===== config.mk =====
export PLATFORM = sky130hd
export DESIGN_NAME = i2c_slave_message_mailbox_flat
export DESIGN_NICKNAME = d
export VERILOG_FILES = /design/src/rtl/core/i2cmb_pkg.sv /design/src/rtl/core/i2cmb_chan_if.sv /design/src/rtl/core/i2cmb_table_ram.sv /design/src/rtl/core/i2c_slave_message_mailbox.sv /design/src/flat_wrapper.sv
export SDC_FILE = /design/constraint.sdc
export NUM_CORES = 1
export LEC_CHECK = 0
export BUFFER_PORTS_ARGS = -buffer_cell sky130_fd_sc_hd__clkbuf_2
export CAP_MARGIN = 20
export CORE_AREA = 2 2 190 239
export DETAILED_ROUTE_END_ITERATION = 6
export DIE_AREA = 0 0 192 241
export GPL_ROUTABILITY_DRIVEN = 0
export GPL_TIMING_DRIVEN = 0
export PLACE_DENSITY_LB_ADDON = 0.1
export SLEW_MARGIN = 20
export SYNTH_ARGS = -nofsm -noshare
export SYNTH_HDL_FRONTEND = slang
export SYNTH_SLANG_ARGS = --single-unit

===== constraint.sdc =====
create_clock -name clock -period 9.7 [get_ports clock]
set_input_delay 0.485 -clock clock [delete_from_list [all_inputs] [get_ports clock]]
set_output_delay 0.485 -clock clock [all_outputs]
set_load 0.1 [all_outputs]

===== src/rtl/core/i2cmb_pkg.sv =====
`timescale 1ns / 1ps
// ----------------------------------------------------------------------------
// I2C mailbox package
// Types and fixed constants shared by the mailbox, its table memory and the
// testbench.
// ----------------------------------------------------------------------------
package i2cmb_pkg;

   localparam int ENTRY_W = 32;

   // command codes
   localparam logic CMD_PACK = 1'b0;
   localparam logic CMD_BUS  = 1'b1;

   // TWI status codes, low three bits masked off
   localparam logic [7:0] STATUS_MASK = 8'hF8;
   localparam logic [7:0] ST_SR_START = 8'h60;
   localparam logic [7:0] ST_SR_DATA  = 8'h80;
   localparam logic [7:0] ST_SR_STOP  = 8'hA0;
   localparam logic [7:0] ST_ST_START = 8'hA8;
   localparam logic [7:0] ST_ST_WROTE = 8'hB8;
   localparam logic [7:0] ST_ST_NACK  = 8'hC0;

   // a received word with all of these bits set is a name
   localparam logic [15:0] NAME_MASK = 16'hFFF0;

   // error flag bit positions
   localparam int ERR_BAD_STATUS = 0;
   localparam int ERR_OVERRUN    = 1;
   localparam int ERR_EARLY_NACK = 2;

   typedef struct packed {
      logic        command;
      logic [15:0] msg_name;
      logic [15:0] msg_value;
      logic        batch_start;
      logic        batch_end;
      logic [7:0]  bus_status;
      logic [7:0]  rx_byte;
   } req_payload_type;

   typedef struct packed {
      logic [7:0]  tx_byte;
      logic        tx_load;
      logic        ack_enable;
      logic        bus_reset;
      logic        word_valid;
      logic [15:0] word_name;
      logic [15:0] word_value;
      logic        frame_done;
      logic [2:0]  error_flags;
      logic        dropped;
      logic        msg_ready;
   } rsp_payload_type;

   typedef struct packed {
      logic wr_en;
      logic rd_en;
   } ram_ctl_type;

endpackage


===== src/rtl/core/i2cmb_chan_if.sv =====
`timescale 1ns / 1ps
// ----------------------------------------------------------------------------
// I2C mailbox channel
// Valid/ready channel carrying one payload; a request moves on valid & ready.
// ----------------------------------------------------------------------------
interface i2cmb_chan_if #(
   parameter type payload_type = logic
);
   logic        valid;
   logic        ready;
   payload_type data;

   modport source (output valid, output data, input ready);
   modport sink   (input valid, input data, output ready);
endinterface


===== src/rtl/core/i2cmb_table_ram.sv =====
`timescale 1ns / 1ps
// ----------------------------------------------------------------------------
// I2C mailbox entry table
// One write port, one read port, registered read data.
// ----------------------------------------------------------------------------
module i2cmb_table_ram
   import i2cmb_pkg::*;
#(
   parameter int DEPTH = 8,
   parameter int IDX_W = 3
) (
   input  logic               clock,
   input  ram_ctl_type        ram_ctl,
   input  logic [IDX_W-1:0]   wr_addr,
   input  logic [ENTRY_W-1:0] wr_data,
   input  logic [IDX_W-1:0]   rd_addr,
   output logic [ENTRY_W-1:0] rd_data
);

   logic [ENTRY_W-1:0] table_ff [DEPTH];
   logic [ENTRY_W-1:0] rd_data_ff;

   always_ff @(posedge clock) begin
      if (ram_ctl.wr_en) begin
         table_ff[wr_addr] <= wr_data;
      end
      if (ram_ctl.rd_en) begin
         rd_data_ff <= table_ff[rd_addr];
      end
   end

   assign rd_data = rd_data_ff;

endmodule


===== src/rtl/core/i2c_slave_message_mailbox.sv =====
`timescale 1ns / 1ps
// ----------------------------------------------------------------------------
// I2C slave message mailbox
// A bus request is taken in idle, which issues its table read, and
//   its response is registered in the bus state; a pack request scans 0 to
//   TABLE_ENTRIES entries, one per cycle through the table memory read port,
//   then commits. One request in flight; the next is taken the cycle after
//   the response is registered; the commit and bus states wait while the
//   output is full. Reset is synchronous and clears all control state; table
//   contents are not cleared; search and send use only those below the count.
// ----------------------------------------------------------------------------
module i2c_slave_message_mailbox
   import i2cmb_pkg::*;
#(
   parameter int TABLE_ENTRIES = 8
) (
   input logic          clock,
   input logic          reset,
   i2cmb_chan_if.sink   req_chan,
   i2cmb_chan_if.source rsp_chan
);

   localparam int CNT_W = $clog2(TABLE_ENTRIES + 1);
   localparam int IDX_W = (TABLE_ENTRIES > 1) ? $clog2(TABLE_ENTRIES) : 1;
   localparam int LEN_W = CNT_W + 2;

   typedef enum logic [1:0] {
      ST_IDLE,
      ST_SEARCH,
      ST_COMMIT,
      ST_BUS
   } state_type;

   state_type        state_ff, state_in;
   req_payload_type  item_ff, item_in;
   logic [CNT_W-1:0] count_ff, count_in;
   logic [CNT_W-1:0] scan_ff, scan_in;
   logic             hit_ff, hit_in;
   logic [LEN_W-1:0] sp_ff, sp_in;
   logic             dw_ff, dw_in;
   logic             lws_ff, lws_in;
   logic [7:0]       held_ff, held_in;
   logic             phase_ff, phase_in;
   logic [15:0]      last_name_ff, last_name_in;
   logic [2:0]       err_ff, err_in;
   logic             rsp_valid_ff, rsp_valid_in;
   rsp_payload_type  rsp_data_ff, rsp_data_in;

   ram_ctl_type        ram_ctl;
   logic [IDX_W-1:0]   ram_waddr;
   logic [IDX_W-1:0]   ram_raddr;
   logic [ENTRY_W-1:0] ram_wdata;
   logic [ENTRY_W-1:0] ram_rdata;

   logic             out_free;
   logic [7:0]       status;
   logic [7:0]       new_status;
   logic [CNT_W-1:0] count_eff;
   logic [CNT_W-1:0] scan_next;
   logic [LEN_W-1:0] len;
   logic [LEN_W+7:0] len_wide;
   logic [LEN_W-1:0] tb_idx;
   logic [LEN_W-1:0] new_idx;
   logic [LEN_W-1:0] new_ent;
   logic [LEN_W:0]   sp_plus;
   logic [7:0]       tb_byte;
   logic [15:0]      word;
   rsp_payload_type  res;

   i2cmb_table_ram #(
      .DEPTH (TABLE_ENTRIES),
      .IDX_W (IDX_W)
   ) u_table (
      .clock   (clock),
      .ram_ctl (ram_ctl),
      .wr_addr (ram_waddr),
      .wr_data (ram_wdata),
      .rd_addr (ram_raddr),
      .rd_data (ram_rdata)
   );

   assign out_free       = !rsp_valid_ff || rsp_chan.ready;
   assign req_chan.ready = (state_ff == ST_IDLE);
   assign rsp_chan.valid = rsp_valid_ff;
   assign rsp_chan.data  = rsp_data_ff;

   assign status     = item_ff.bus_status & STATUS_MASK;
   assign new_status = req_chan.data.bus_status & STATUS_MASK;
   assign scan_next  = scan_ff + CNT_W'(1);
   assign len        = dw_ff ? {count_ff, 2'b00} : '0;
   assign len_wide   = {8'd0, len};
   assign sp_plus    = {1'b0, sp_ff} + (LEN_W + 1)'(1);
   assign word       = {held_ff, item_ff.rx_byte};

   // table byte for the current transmit index; entry was read when the request was taken
   always_comb begin
      tb_idx  = (status == ST_ST_START) ? '0 : sp_ff;
      tb_byte = '0;
      if (tb_idx < len) begin
         case (tb_idx[1:0])
            2'd0:    tb_byte = ram_rdata[31:24];
            2'd1:    tb_byte = ram_rdata[23:16];
            2'd2:    tb_byte = ram_rdata[15:8];
            default: tb_byte = ram_rdata[7:0];
         endcase
      end
   end

   always_comb begin
      state_in     = state_ff;
      item_in      = item_ff;
      count_in     = count_ff;
      scan_in      = scan_ff;
      hit_in       = hit_ff;
      sp_in        = sp_ff;
      dw_in        = dw_ff;
      lws_in       = lws_ff;
      held_in      = held_ff;
      phase_in     = phase_ff;
      last_name_in = last_name_ff;
      err_in       = err_ff;
      rsp_valid_in = rsp_valid_ff && !rsp_chan.ready;
      rsp_data_in  = rsp_data_ff;
      ram_ctl      = '0;
      ram_waddr    = '0;
      ram_raddr    = '0;
      ram_wdata    = {item_ff.msg_name, item_ff.msg_value};
      count_eff    = count_ff;
      new_idx      = '0;
      new_ent      = '0;
      res          = '0;

      case (state_ff)
         ST_IDLE: begin
            if (req_chan.valid) begin
               item_in = req_chan.data;
               if (req_chan.data.command == CMD_PACK) begin
                  // new batch with nothing waiting starts an empty table
                  if (req_chan.data.batch_start && !dw_ff) begin
                     count_eff = '0;
                  end
                  count_in = count_eff;
                  scan_in  = '0;
                  hit_in   = 1'b0;
                  if (count_eff != '0) begin
                     ram_ctl.rd_en = 1'b1;
                     state_in      = ST_SEARCH;
                  end else begin
                     state_in = ST_COMMIT;
                  end
               end else begin
                  new_idx       = (new_status == ST_ST_START) ? '0 : sp_ff;
                  new_ent       = new_idx >> 2;
                  ram_ctl.rd_en = (new_ent < LEN_W'(TABLE_ENTRIES));
                  ram_raddr     = new_ent[IDX_W-1:0];
                  state_in      = ST_BUS;
               end
            end
         end

         ST_SEARCH: begin
            if (ram_rdata[31:16] == item_ff.msg_name) begin
               hit_in   = 1'b1;
               state_in = ST_COMMIT;
            end else if (scan_next == count_ff) begin
               state_in = ST_COMMIT;
            end else begin
               scan_in       = scan_next;
               ram_ctl.rd_en = 1'b1;
               ram_raddr     = scan_next[IDX_W-1:0];
            end
         end

         ST_COMMIT: begin
            if (out_free) begin
               if (hit_ff) begin
                  ram_ctl.wr_en = 1'b1;
                  ram_waddr     = scan_ff[IDX_W-1:0];
               end else if (count_ff < CNT_W'(TABLE_ENTRIES)) begin
                  ram_ctl.wr_en = 1'b1;
                  ram_waddr     = count_ff[IDX_W-1:0];
                  count_in      = count_ff + CNT_W'(1);
               end else begin
                  res.dropped = 1'b1;
               end
               if (item_ff.batch_end) begin
                  dw_in = 1'b1;
               end
               res.word_name   = last_name_ff;
               res.error_flags = err_ff;
               res.msg_ready   = dw_in;
               rsp_valid_in    = 1'b1;
               rsp_data_in     = res;
               state_in        = ST_IDLE;
            end
         end

         ST_BUS: begin
            if (out_free) begin
               case (status)
                  ST_SR_START: begin
                     phase_in       = 1'b0;
                     res.ack_enable = 1'b1;
                  end
                  ST_SR_DATA: begin
                     if (!phase_ff) begin
                        held_in  = item_ff.rx_byte;
                        phase_in = 1'b1;
                     end else begin
                        phase_in = 1'b0;
                        if ((word & NAME_MASK) == NAME_MASK) begin
                           last_name_in = word;
                        end else begin
                           res.word_valid = 1'b1;
                           res.word_value = word;
                        end
                     end
                     res.ack_enable = 1'b1;
                  end
                  ST_SR_STOP: begin
                     phase_in       = 1'b0;
                     res.frame_done = 1'b1;
                  end
                  ST_ST_START: begin
                     res.tx_load = 1'b1;
                     if (!lws_ff) begin
                        res.tx_byte = len_wide[7:0];
                     end else begin
                        res.tx_byte    = tb_byte;
                        sp_in          = LEN_W'(1);
                        res.ack_enable = 1'b1;
                     end
                  end
                  ST_ST_WROTE: begin
                     if (sp_plus < {1'b0, len}) begin
                        res.tx_byte    = tb_byte;
                        sp_in          = sp_plus[LEN_W-1:0];
                        res.tx_load    = 1'b1;
                        res.ack_enable = 1'b1;
                     end else if (sp_plus == {1'b0, len}) begin
                        res.tx_byte = tb_byte;
                        sp_in       = sp_plus[LEN_W-1:0];
                        res.tx_load = 1'b1;
                     end else begin
                        err_in[ERR_OVERRUN] = 1'b1;
                     end
                  end
                  ST_ST_NACK: begin
                     if (!lws_ff) begin
                        lws_in         = 1'b1;
                        res.ack_enable = 1'b1;
                     end else if (sp_ff == len) begin
                        lws_in         = 1'b0;
                        dw_in          = 1'b0;
                        res.ack_enable = 1'b1;
                     end else begin
                        err_in[ERR_EARLY_NACK] = 1'b1;
                     end
                  end
                  default: begin
                     err_in[ERR_BAD_STATUS] = 1'b1;
                     dw_in                  = 1'b0;
                     lws_in                 = 1'b0;
                     res.tx_load            = 1'b1;
                     res.bus_reset          = 1'b1;
                  end
               endcase
               res.word_name   = last_name_in;
               res.error_flags = err_in;
               res.msg_ready   = dw_in;
               rsp_valid_in    = 1'b1;
               rsp_data_in     = res;
               state_in        = ST_IDLE;
            end
         end

         default: begin
            state_in = ST_IDLE;
         end
      endcase
   end

   always_ff @(posedge clock) begin
      if (reset) begin
         state_ff     <= ST_IDLE;
         count_ff     <= '0;
         scan_ff      <= '0;
         hit_ff       <= 1'b0;
         sp_ff        <= '0;
         dw_ff        <= 1'b0;
         lws_ff       <= 1'b0;
         held_ff      <= '0;
         phase_ff     <= 1'b0;
         last_name_ff <= '0;
         err_ff       <= '0;
         rsp_valid_ff <= 1'b0;
      end else begin
         state_ff     <= state_in;
         count_ff     <= count_in;
         scan_ff      <= scan_in;
         hit_ff       <= hit_in;
         sp_ff        <= sp_in;
         dw_ff        <= dw_in;
         lws_ff       <= lws_in;
         held_ff      <= held_in;
         phase_ff     <= phase_in;
         last_name_ff <= last_name_in;
         err_ff       <= err_in;
         rsp_valid_ff <= rsp_valid_in;
      end
      item_ff     <= item_in;
      rsp_data_ff <= rsp_data_in;
   end

   // one request in flight at a time
   a_one_in_flight: assert property (@(posedge clock) disable iff (reset)
      (req_chan.valid && req_chan.ready) |=> !req_chan.ready)
      else $error("request accepted while another is in flight");

   a_count_bound: assert property (@(posedge clock) disable iff (reset)
      count_ff <= CNT_W'(TABLE_ENTRIES))
      else $error("entry count beyond table size");

   // table writes happen only when the pack response is registered
   a_write_at_commit: assert property (@(posedge clock) disable iff (reset)
      ram_ctl.wr_en |-> (state_ff == ST_COMMIT) && out_free && rsp_valid_in)
      else $error("table write outside pack commit");

   a_search_in_range: assert property (@(posedge clock) disable iff (reset)
      (state_ff == ST_SEARCH) |-> (scan_ff < count_ff))
      else $error("search index past entry count");

endmodule


===== src/flat_wrapper.sv =====
// flat-port wrapper written by rule: the top's interface ports become plain ports
module i2c_slave_message_mailbox_flat import i2cmb_pkg::*;
#(
   parameter int TABLE_ENTRIES = 8
)
  (clock, reset, req_chan_valid, req_chan_data, req_chan_ready, rsp_chan_valid, rsp_chan_data, rsp_chan_ready);
  i2cmb_chan_if #(.payload_type(req_payload_type)) req_chan_i ();
  i2cmb_chan_if #(.payload_type(rsp_payload_type)) rsp_chan_i ();
  input logic clock;
  input logic reset;
  input wire logic [$bits(req_chan_i.valid)-1:0] req_chan_valid;
  input wire logic [$bits(req_chan_i.data)-1:0] req_chan_data;
  output wire logic [$bits(req_chan_i.ready)-1:0] req_chan_ready;
  output wire logic [$bits(rsp_chan_i.valid)-1:0] rsp_chan_valid;
  output wire logic [$bits(rsp_chan_i.data)-1:0] rsp_chan_data;
  input wire logic [$bits(rsp_chan_i.ready)-1:0] rsp_chan_ready;
  assign req_chan_i.valid = req_chan_valid;
  assign req_chan_i.data = req_chan_data;
  assign req_chan_ready = req_chan_i.ready;
  assign rsp_chan_valid = rsp_chan_i.valid;
  assign rsp_chan_data = rsp_chan_i.data;
  assign rsp_chan_i.ready = rsp_chan_ready;
  i2c_slave_message_mailbox #(.TABLE_ENTRIES(TABLE_ENTRIES)) u_core (.clock(clock), .reset(reset), .req_chan(req_chan_i), .rsp_chan(rsp_chan_i));
endmodule

# ---- Yosys cells after proc, flatten, opt, wreduce, memory -nomap -nowiden
# Memory sizes are Yosys's and may differ from the RTL's. A register that Yosys moved wholly into a read port is not among the register bits.
# Index checks and enable logic that the tools add are counted.
# Widths: inputs -> output; s select.
dict set report word_totals {
  in_bits 55
  wordCells 202
  output_inout_bits 52
  n_memories 1
  register_bits 147
  ram_bits 256
}
# memory words width rd rd_ports_with_merged_regs wr line
set memory_table {}
lappend memory_table {u_core.u_table.table_ff 8 32 1 1 1 i2cmb_table_ram.sv:20} ;# logic [ENTRY_W-1:0] table_ff [DEPTH];
dict set report classes {
  eq_ne 30
  n_bitwise 2
  order_cmp 4
  n_reduce_logical 31
  muxes 103
  addsub 3
}
# operator count
set op_table {}
lappend op_table {{$mux 50} 2}
lappend op_table {{$pmux 50 s2} 1}
lappend op_table {{$mux 16} 6}
lappend op_table {{$mux 4} 13}
lappend op_table {{$mux 1} 42}
lappend op_table {{$mux 6} 6}
lappend op_table {{$eq 5x5->1 const B} 6}
lappend op_table {{$mux 3} 8}
lappend op_table {{$pmux 8 s3} 1}
lappend op_table {{$mux 9} 2}
lappend op_table {{$eq 16x16->1} 1}
lappend op_table {{$mux 8} 2}
lappend op_table {{$pmux 4 s2} 2}
lappend op_table {{$pmux 8 s2} 1}
lappend op_table {{$pmux 1 s2} 7}
lappend op_table {{$eq 12x12->1 const B} 1}
lappend op_table {{$mux 2} 6}
lappend op_table {{$ne 2x1->1 const B} 6}
lappend op_table {{$pmux 6 s2} 1}
lappend op_table {{$reduce_and 3->1} 4}
lappend op_table {{$ne 2x2->1 const B} 5}
lappend op_table {{$reduce_and 5->1} 2}
lappend op_table {{$reduce_bool 2->1} 5}
lappend op_table {{$add 4x1->4 const B} 2}
lappend op_table {{other kinds (27)} 41}

# ---- Logic depth before layout (Yosys ltp)
# Gate-level depths: netlist of run 1.
dict set report depth {
  word_depth 11
  ltp_mapped 10
  ltp_nobuf 10
}

# ---- Modules after synthesis
# Synthesis of run 1 repeated with hierarchy kept, for this count alone.
dict set report hier_totals {
  hier_cells 993
  area_unflattened_um2 17301.6
}
# module instances cells_each seq_area_each_um2 area_per_inst_um2
set modules_own_cells {}
lappend modules_own_cells {i2cmb_table_ram 1 415 8648.3 10786.6}
lappend modules_own_cells {i2c_slave_message_mailbox 1 578 3843.7 6515.0}

# ---- Worst setup path after synthesis of run 1
# No wires, ideal clock.
dict set report synth_timing {
  path_kind {input to register}
  startpoint {input req_chan_valid}
  endpoint {register u_core.u_table.rd_data_ff[23], in the netlist u_core.u_table.rd_data[23] (read register of u_core.u_table.table_ff), data pin}
  required_time_ns 9.427
  setup_ns 0.273
  n_path_buf 2
  path_stages 7
  arrival_ns 5.516
  path_slack_ns 3.911
  path_cell_list {nor3b_1 > o211ai_1 > buf_2 > clkbuf_1 > o311a_1 > a2111oi_0 > nor4_1}
}
dict set report synth_via {
  elab_chain_cells 2
  elab_cells_between_ends 4
  classes_between {mux: 4}
}
# item line
set synth_rtl {}
lappend synth_rtl {{from (decl)} flat_wrapper.sv:11} ;# input wire logic [$bits(req_chan_i.valid)-1:0] req_chan_valid;
lappend synth_rtl {{$mux 3 or $mux 1 (tied branches)} i2c_slave_message_mailbox.sv:135} ;# if (req_chan.valid) begin
lappend synth_rtl {{$pmux 3 s2 or $pmux 1 s2 (tied branches)} i2c_slave_message_mailbox.sv:133} ;# case (state_ff)
lappend synth_rtl {{to (decl)} i2cmb_table_ram.sv:21} ;# logic [ENTRY_W-1:0] rd_data_ff;
# Several ways; a longest one is shown, not always the timed one.
# A chain may end at the register's enable or synchronous reset.

# ---- Final worst setup path of run 1
dict set report layout_timing {
  startpoint {register u_core.item_ff[36] (netlist bit)}
  endpoint {register u_core.u_table.rd_data_ff[25], in the netlist u_core.u_table.rd_data[25] (read register of u_core.u_table.table_ff), data pin}
}
dict set report layout_via {
  elab_chain_cells 3
  elab_cells_between_ends 5
  classes_between {eq/ne: 1; mux: 4}
}
# item line
set layout_rtl {}
lappend layout_rtl {{from (decl)} i2c_slave_message_mailbox.sv:35} ;# req_payload_type item_ff, item_in;
lappend layout_rtl {{from (signal assigned)} i2c_slave_message_mailbox.sv:311} ;# item_ff <= item_in;
lappend layout_rtl {{$eq 16x16->1 (*)} i2c_slave_message_mailbox.sv:162} ;# if (ram_rdata[31:16] == item_ff.msg_name) begin
lappend layout_rtl {{$mux 3 or $mux 1 (tied branches)} i2c_slave_message_mailbox.sv:162}
lappend layout_rtl {{$pmux 3 s2 or $pmux 1 s2 (tied branches)} i2c_slave_message_mailbox.sv:133}
# Every way passes the cells marked *; elsewhere a longest branch is shown, timed or not.

==> flow_metrics.py, run 1 <==
metrics = {
    "status": {
        "status": "finished clean",
    },
    "timing": {
        "min_period_over_period_pct": 42.12,
        "tns_ns": 0,
        "skew_ns": 0.02628,
        "tightest_slew_ns": 0.7867,
        "drv_slew": 0,
        "max_freq_mhz": 244.7,
        "setup_viol": 0,
        "worst_slack_ns": 5.614,
        "rsz0062_at_grt": "false",
        "hold_viol": 0,
        "whs_ns": 0.07001,
        "slew_headroom_pct": 47.43,
        "min_period_ns": 4.086,
    },
    "cells_and_area": {
        "drive_above_1_share_pct": 15.04,
        "area_growth_syn_to_layout_pct": 16.97,
        "num-fill-cells": 3899,
        "fin_nets": 1701,
        "multi_input_area_sq_um": 5647,
        "fin_cells": 2241,
        "num_antenna_cells": 0,
        "final_util_pct": 49.90,
        "seq_area_sq_um": 12490,
    },
    "worst_setup_path": {
        "end_kind": "flop",
        "reg2regPathDepth": 7,
        "cpMostUsedCell": "nor4_1",
        "cp-startpoint": "u_core.item_ff[36]",
        "slowest_delay_ns": 0.75,
        "criticalPathCategory": "flop to flop",
        "rr_startpoint": "u_core.item_ff[36]",
        "cp-endpoint": "u_core.u_table.rd_data[25]",
        "crit_slowest_cell": "a2111oi_0",
        "cp.depth": 7,
        "regToRegSetupSlack_ns": 5.61,
        "critical_path.top_delay_family": "simple AND/OR/NAND/NOR gates",
        "cp-start-kind": "flop",
        "critPathRequiredTime_ns": 10.00,
        "crit_fanout": 10,
        "crit_buf_inv": 1,
        "cp_cell_sequence": "xor2_1 -> nor4_1 -> nand4_1 -> a21o_1 -> clkbuf_1 -> a2111oi_0 -> nor4_1",
        "arrival_ns": 4.38,
        "r2r-end": "u_core.u_table.rd_data[25]",
    },
    "route": {
        "drtAntennaViolNets": 0,
        "drt_pass1_iterations": 5,
        "via_per_inst": 5.864,
        "routedWlPerCell_um": 24.73,
        "num_vias": 13142,
        "drc": 0,
        "routed_wl_um": 55410,
        "drtIter0Drc": 1137,
    },
    "clock_tree": {
        "cts.clk_slew.worst_paths_ns": 0.06,
        "cts.sinks": 432,
        "cts_resized": 0,
        "cts_made_buffers": 45,
        "cts_hold_buf": 0,
        "clk_latency_ns": 0.59,
        "clock-root-buffer": "clkbuf_16",
        "clock_path_buffers": 3,
        "tritoncts": "yes",
        "cts_setup_buffers": 0,
        "htreeDepth": 2,
    },
    "worst_hold_path": {
        "hold_path_class": "input port to flop",
    },
    "yosys": {
        "synth_edf_count": 384,
        "ys_ff_latch": 432,
        "synth_area_sq_um": 18730,
        "ys_types": 63,
        "synth_ff_type": "edfxtp_1",
        "synthArstFlopShare_pct": 0,
        "synth_cells": 1465,
        "syn-num-nets": 1532,
        "synth_warnings": 0,
        "avgSynthCellArea_sq_um": 12.79,
        "ys_seq_area_share_pct": 66.69,
    },
    "grt": {
        "use_met1_pct": 29.08,
        "grt_max_degree": 28,
        "met3_usage_pct": 3.752,
        "busiest_layer": "met2",
        "grt_pass1_vias": 13165,
        "antenna_found_initial": 0,
        "grt_pass1_wl_um": 82110,
        "grt-ovfl-total": 0,
        "met2_usage_pct": 43.26,
        "grt_use_total_pct": 24.19,
    },
    "power_and_ir_drop": {
        "leakagePower_nw": 7.562,
        "powerDensity_nw_per_um2": 225.9,
        "max-vdd-ir-drop_mv": 0.1401,
    },
    "placed_design": {
        "port_buffers": 102,
        "dpl.hpwl_um": 38980,
        "dp.cells": 2159,
        "preCtsSetupSlack_ns": 5.693,
    },
    "die": {
        "start_util_pct": 42.66,
        "pin_count": 107,
        "die_y_um": 241,
        "die_w_um": 192,
        "core_area_sq_um": 43900,
        "die_area_sq_um": 46270,
        "rows": 86,
    },
    "run": {
        "drv_cap": 0,
    },
}
[layout by cell type, fill, tap and decap left out, types with 6 or more instances in the layout]
master	count
nor3_1	15
buf_2	34
a31oi_1	6
nand2_1	183
a21oi_1	131
ha_1	12
nand4_1	6
buf_16	10
edfxtp_1	384
xnor2_1	7
nand3_1	13
nor2_1	53
clkbuf_16	47
xor2_1	18
o311a_1	32
clkbuf_2	102
clkinv_1	9
inv_1	21
nor2_4	9
nand2b_1	12
dfxtp_1	48
buf_6	6
mux2i_1	24
buf_4	10
o31ai_1	32
o21ai_0	15
a2111oi_0	91
nand3b_1	34
nor4_1	70
nor2b_1	7
o221ai_1	8
and2_1	22
clkbuf_1	97
[cells by family after synthesis]
group	synth area share, %
simple gates	11.90
flops	66.69
compound gates	14.22
buf+inv	3.554
mux	1.523
xor+xnor	1.303
fa+ha+maj	0.8016
[where the power goes]
group          switching, mW  internal, mW
logic                  0.628         0.230
clock network          0.734          1.04
registers              0.114          2.21
total                   1.48          3.47
[per-layer routing]
metal / wire length, um / part of all wire (%)
met1: 21930 / 40
met3: 3237 / 5.8
met4: 2145 / 3.9
met5: 0 / 0
met2: 28100 / 51
[flip-flops by register name, indices dropped and copies added (netlist names)]
signal                   count
u_core.hit_ff                1
u_core.count_ff              4
u_core.item_ff              46
u_core.last_name_ff         16
u_core.dw_ff                 1
u_core.phase_ff              1
u_core.lws_ff                1
u_core.u_table.table_ff    256
u_core.rsp_chan.valid        1
u_core.u_table.rd_data      32
u_core.state_ff              2
u_core.scan_ff               4
u_core.rsp_chan.data        50
u_core.held_ff               8
u_core.sp_ff                 6
u_core.err_ff                3
[Yosys cell counts (4+ instances only)]
cell	instances	area, sq um
a21o_1	4	30.03
buf_6	5	56.30
nand3b_1	34	255.2
a22oi_1	4	30.03
ha_1	12	150.1
o211a_1	4	40.04
nand4_1	6	37.54
a31oi_1	6	37.54
nor2b_1	7	43.79
buf_2	34	170.2
inv_1	21	78.83
o31ai_1	32	240.2
and2_1	22	137.6
nor4_1	70	437.9
a2111oi_0	91	797.0
dfxtp_1	48	960.9
nand2b_1	12	75.07
a2111oi_1	5	50.05
and3_1	5	31.28
xnor2_1	7	61.31
o221ai_1	8	70.07
o32ai_1	4	35.03
o21ai_0	15	75.07
nor2_1	62	232.7
nand2_1	183	686.9
a21oi_1	131	655.6
mux2_2	4	45.04
buf_1	4	15.01
nand3_1	13	65.06
or3_1	5	31.28
o311a_1	32	320.3
edfxtp_1	384	11530
nor3_1	15	75.07
xor2_1	18	157.7
buf_4	4	30.03
clkbuf_1	84	315.3
mux2i_1	24	240.2
[through the flow]
stage,power (mW),cell area [sq um]
2_1_floorplan,2.890,18730
3_3_place_gp,3.177,19960
3_5_place_dp,3.213,20420
4_1_cts,4.975,21910
5_1_grt,5.104,21910
6_report,4.948,21910
[worst min-delay path by stage]
stage / start / to / slack (ns) / depth (start not counted)
2_1_floorplan: u_core.err_ff[0] / u_core.err_ff[0] / 0.43 / 2
3_3_place_gp: u_core.last_name_ff[14] / u_core.last_name_ff[14] / 0.44 / 2
3_5_place_dp: u_core.last_name_ff[11] / u_core.last_name_ff[11] / 0.45 / 2
4_1_cts: req_chan_data[44] / u_core.item_ff[44] / 0.04 / 1
5_1_grt: req_chan_data[37] / u_core.item_ff[37] / 0.05 / 1
6_report: req_chan_data[48] / u_core.item_ff[48] / 0.07 / 1
[area by class of cell]
class / instances / share of cell area [%]
timing repair buffer: 122 / 4.118
inverter: 21 / 0.3598
clock inverter: 20 / 1.068
buffer: 131 / 2.678
tap: 572 / 3.267
multi-input combinational: 881 / 25.77
clock buffer: 62 / 5.717
sequential: 432 / 57.02
Note: power is estimated with default switching activity, not from simulation.
==> run 2: changes to the inputs <==
--- a/config.mk
+++ b/config.mk
@@ -5,6 +5,7 @@
 export SDC_FILE = /design/constraint.sdc
 export NUM_CORES = 1
 export LEC_CHECK = 0
+export ABC_AREA = 1
 export BUFFER_PORTS_ARGS = -buffer_cell sky130_fd_sc_hd__clkbuf_2
 export CAP_MARGIN = 20
 export CORE_AREA = 2 2 190 239
==> constraint.sdc (replaced) <==
create_clock -name clock -period 3.5 [get_ports clock]
set_input_delay 0.175 -clock clock [delete_from_list [all_inputs] [get_ports clock]]
set_output_delay 0.175 -clock clock [all_outputs]
set_load 0.1 [all_outputs]
==> flow_metrics.py, run 2 <==
metrics = {
    "clock_tree": {
        "cts_made_buffers": 45,
        "cts.clk_slew.worst_paths_ns": 0.07,
        "cts_setup_buffers": 0,
        "cts.sinks": 432,
        "tritoncts": "yes",
        "clk_latency_ns": 0.59,
        "clock_path_buffers": 3,
        "cts_resized": 0,
        "cts_hold_buf": 47,
        "clock-root-buffer": "clkbuf_16",
        "htreeDepth": 2,
    },
    "die": {
        "die_w_um": 192,
        "pin_count": 107,
        "start_util_pct": 42.75,
        "die_area_sq_um": 46270,
        "rows": 86,
        "die_y_um": 241,
        "core_area_sq_um": 43900,
    },
    "placed_design": {
        "preCtsSetupSlack_ns": 0.2771,
        "port_buffers": 103,
        "dpl-instance-area_sq_um": 20490,
        "dpl.hpwl_um": 33410,
        "dp.cells": 2549,
    },
    "timing": {
        "setup_viol": 0,
        "worst_slack_ns": 0.2921,
        "drv_slew": 0,
        "rsz0062_at_grt": "false",
        "skew_ns": 0.01708,
        "tightest_slew_ns": 0.8905,
        "max_freq_mhz": 311.7,
        "slew_headroom_pct": 40.09,
        "hold_viol": 0,
        "min_period_ns": 3.208,
        "whs_ns": 0.08361,
        "min_period_over_period_pct": 91.65,
    },
    "worst_setup_path": {
        "cp-start-kind": "input port",
        "cpMostUsedCell": "nand2_1",
        "crit_slowest_cell": "nor4_1",
        "crit_fanout": 10,
        "crit_buf_inv": 4,
        "arrival_ns": 3.55,
        "cp_cell_sequence": "dlygate4sd3_1 -> clkbuf_2 -> nor4_1 -> nor2_1 -> nand2_1 -> buf_2 -> clkbuf_1 -> nand3_1 -> nand3_1 -> nand2_1 -> nand2_1 -> nand2_1",
        "criticalPathCategory": "input port to flop",
        "end_kind": "flop",
        "critical_path.top_delay_family": "simple AND/OR/NAND/NOR gates",
        "slowest_delay_ns": 0.77,
        "critPathRequiredTime_ns": 3.84,
    },
    "route": {
        "routedWlPerCell_um": 17.66,
        "drtIter0Drc": 845,
        "routed_wl_um": 47300,
        "via_per_inst": 4.887,
        "drc": 0,
        "drt_pass1_iterations": 5,
        "num_vias": 13092,
        "drtAntennaViolNets": 0,
    },
    "grt": {
        "grt_use_total_pct": 20.95,
        "grt_pass1_vias": 12769,
        "antenna_found_initial": 0,
        "grt_pass1_wl_um": 71990,
        "use_met1_pct": 24.79,
        "grt_max_degree": 27,
        "grt-ovfl-total": 0,
        "met2_usage_pct": 38.38,
        "met3_usage_pct": 3.010,
        "busiest_layer": "met2",
    },
    "yosys": {
        "synthDominantCellAreaShare_pct": 61.44,
        "synth_most_common_cell": "nand2_1",
        "yosys-top-cells-count": "443 x nand2_1, 384 x edfxtp_1, 367 x inv_1",
        "avgSynthCellArea_sq_um": 10.10,
        "synth_area_leaders": "edfxtp_1 61%, nand2_1 8.9%, nand3_1 7.5%, inv_1 7.3%, dfxtp_1 5.1%",
        "synth_ff_type": "edfxtp_1",
        "synth-simple-area-share_pct": 19.19,
        "synth_compound_area_share_pct": 3.394,
        "synthMuxAreaShare_pct": 0,
        "synth_xor_area_share_pct": 0.5600,
        "ys_seq_area_share_pct": 66.56,
        "synth_cells": 1858,
        "ys_types": 40,
        "synth_area_sq_um": 18770,
        "synth_warnings": 0,
        "ys_ff_latch": 432,
        "synth_fa_ha_area_share_pct": 0.8001,
        "syn-num-nets": 1925,
        "synth_edf_count": 384,
        "synth_top_family_by_area": "simple AND/OR/NAND/NOR gates",
        "yosys.area.top_type": "edfxtp_1",
        "synthArstFlopShare_pct": 0,
    },
    "power_and_ir_drop": {
        "max-vdd-ir-drop_mv": 0.5092,
        "p_sw_mw": 3.365,
        "powerDensity_nw_per_um2": 567.7,
        "leakagePower_nw": 9.654,
        "p_seq_share_pct": 48.2,
        "power.share.combinational_pct": 12.6,
        "clock_power_share_pct": 39.2,
        "p_int_mw": 9.412,
        "swShare_pct": 26.34,
    },
    "cells_and_area": {
        "regMostFlops": "u_core.u_table.table_ff",
        "drive_above_1_share_pct": 12.20,
        "final_cell_area_sq_um": 22510,
        "fin_cells": 2679,
        "final_cell_mix": "443 x nand2_1, 384 x edfxtp_1, 366 x inv_1, 283 x nand3_1, 105 x clkbuf_2",
        "final_common_cell": "nand2_1",
        "final_util_pct": 51.26,
        "largest_reg_flops": 256,
        "num_antenna_cells": 0,
        "area_growth_syn_to_layout_pct": 19.92,
        "fin_nets": 2138,
    },
    "run": {
        "drv_cap": 0,
    },
    "status": {
        "status": "finished clean",
    },
    "worst_hold_path": {
        "hold_path_class": "input port to flop",
    },
}
[run 2: metrics by stage]
step           total power, mW  setup TNS [ns]
3_3_place_gp             7.754         -245.78
4_1_cts                  12.91               0
3_5_place_dp             7.841               0
2_1_floorplan            7.284          -12.74
6_report                 12.78               0
5_1_grt                  13.25               0
[run 2: final timing paths]
check                    startpoint                    endpoint  slack (ns)  depth (start not counted)
max               req_chan_data[12]  u_core.u_table.rd_data[21]        0.29                         12
min                  req_chan_valid          u_core.state_ff[1]        0.08                          5
max reg2reg      u_core.item_ff[34]  u_core.u_table.rd_data[21]        0.41                         15
min reg2reg  u_core.last_name_ff[1]      u_core.last_name_ff[1]        0.45                          2
[run 2: metal layers]
metal,vias up,wire [um]
met2,312,24260
li1,6503,-
met1,6183,19490
met4,0,1615
met3,94,1929
met5,-,0
[run 2: layout make-up]
type	instances	area (sq um)
Tap cell	572	715.7
Fill cell	3947	21400
Clock inverter	21	287.8
Clock buffer	62	1252
Buffer	76	387.9
Sequential cell	432	12490
Inverter	371	1393
Timing Repair Buffer	166	1396
Multi-Input combinational cell	979	4581
[run 2: tightest hold or removal path, cell delays in order]
cell and delay (ns):
clkbuf_2 0.10, inv_1 0.11, a21oi_1 0.10, nand2_1 0.07, a221oi_1 0.06
[run 2: cell families after synthesis]
logic type / count (synthesis)
AO/OA/AOI/OAI: 113
XOR/XNOR: 12
adder cells (fa/ha/maj): 12
buffers and inverters: 447
flip-flops: 432
AND/OR/NAND/NOR: 842
[run 2: power groups by stage]
stage | Sequential (mW) | Combinational [mW] | Clock [mW]
2_1_floorplan | 6.57 | 0.709 | 0
3_3_place_gp | 6.27 | 1.48 | 0
3_5_place_dp | 6.27 | 1.57 | 0
4_1_cts | 6.16 | 1.62 | 5.13
5_1_grt | 6.18 | 1.75 | 5.31
6_report | 6.16 | 1.60 | 5.01
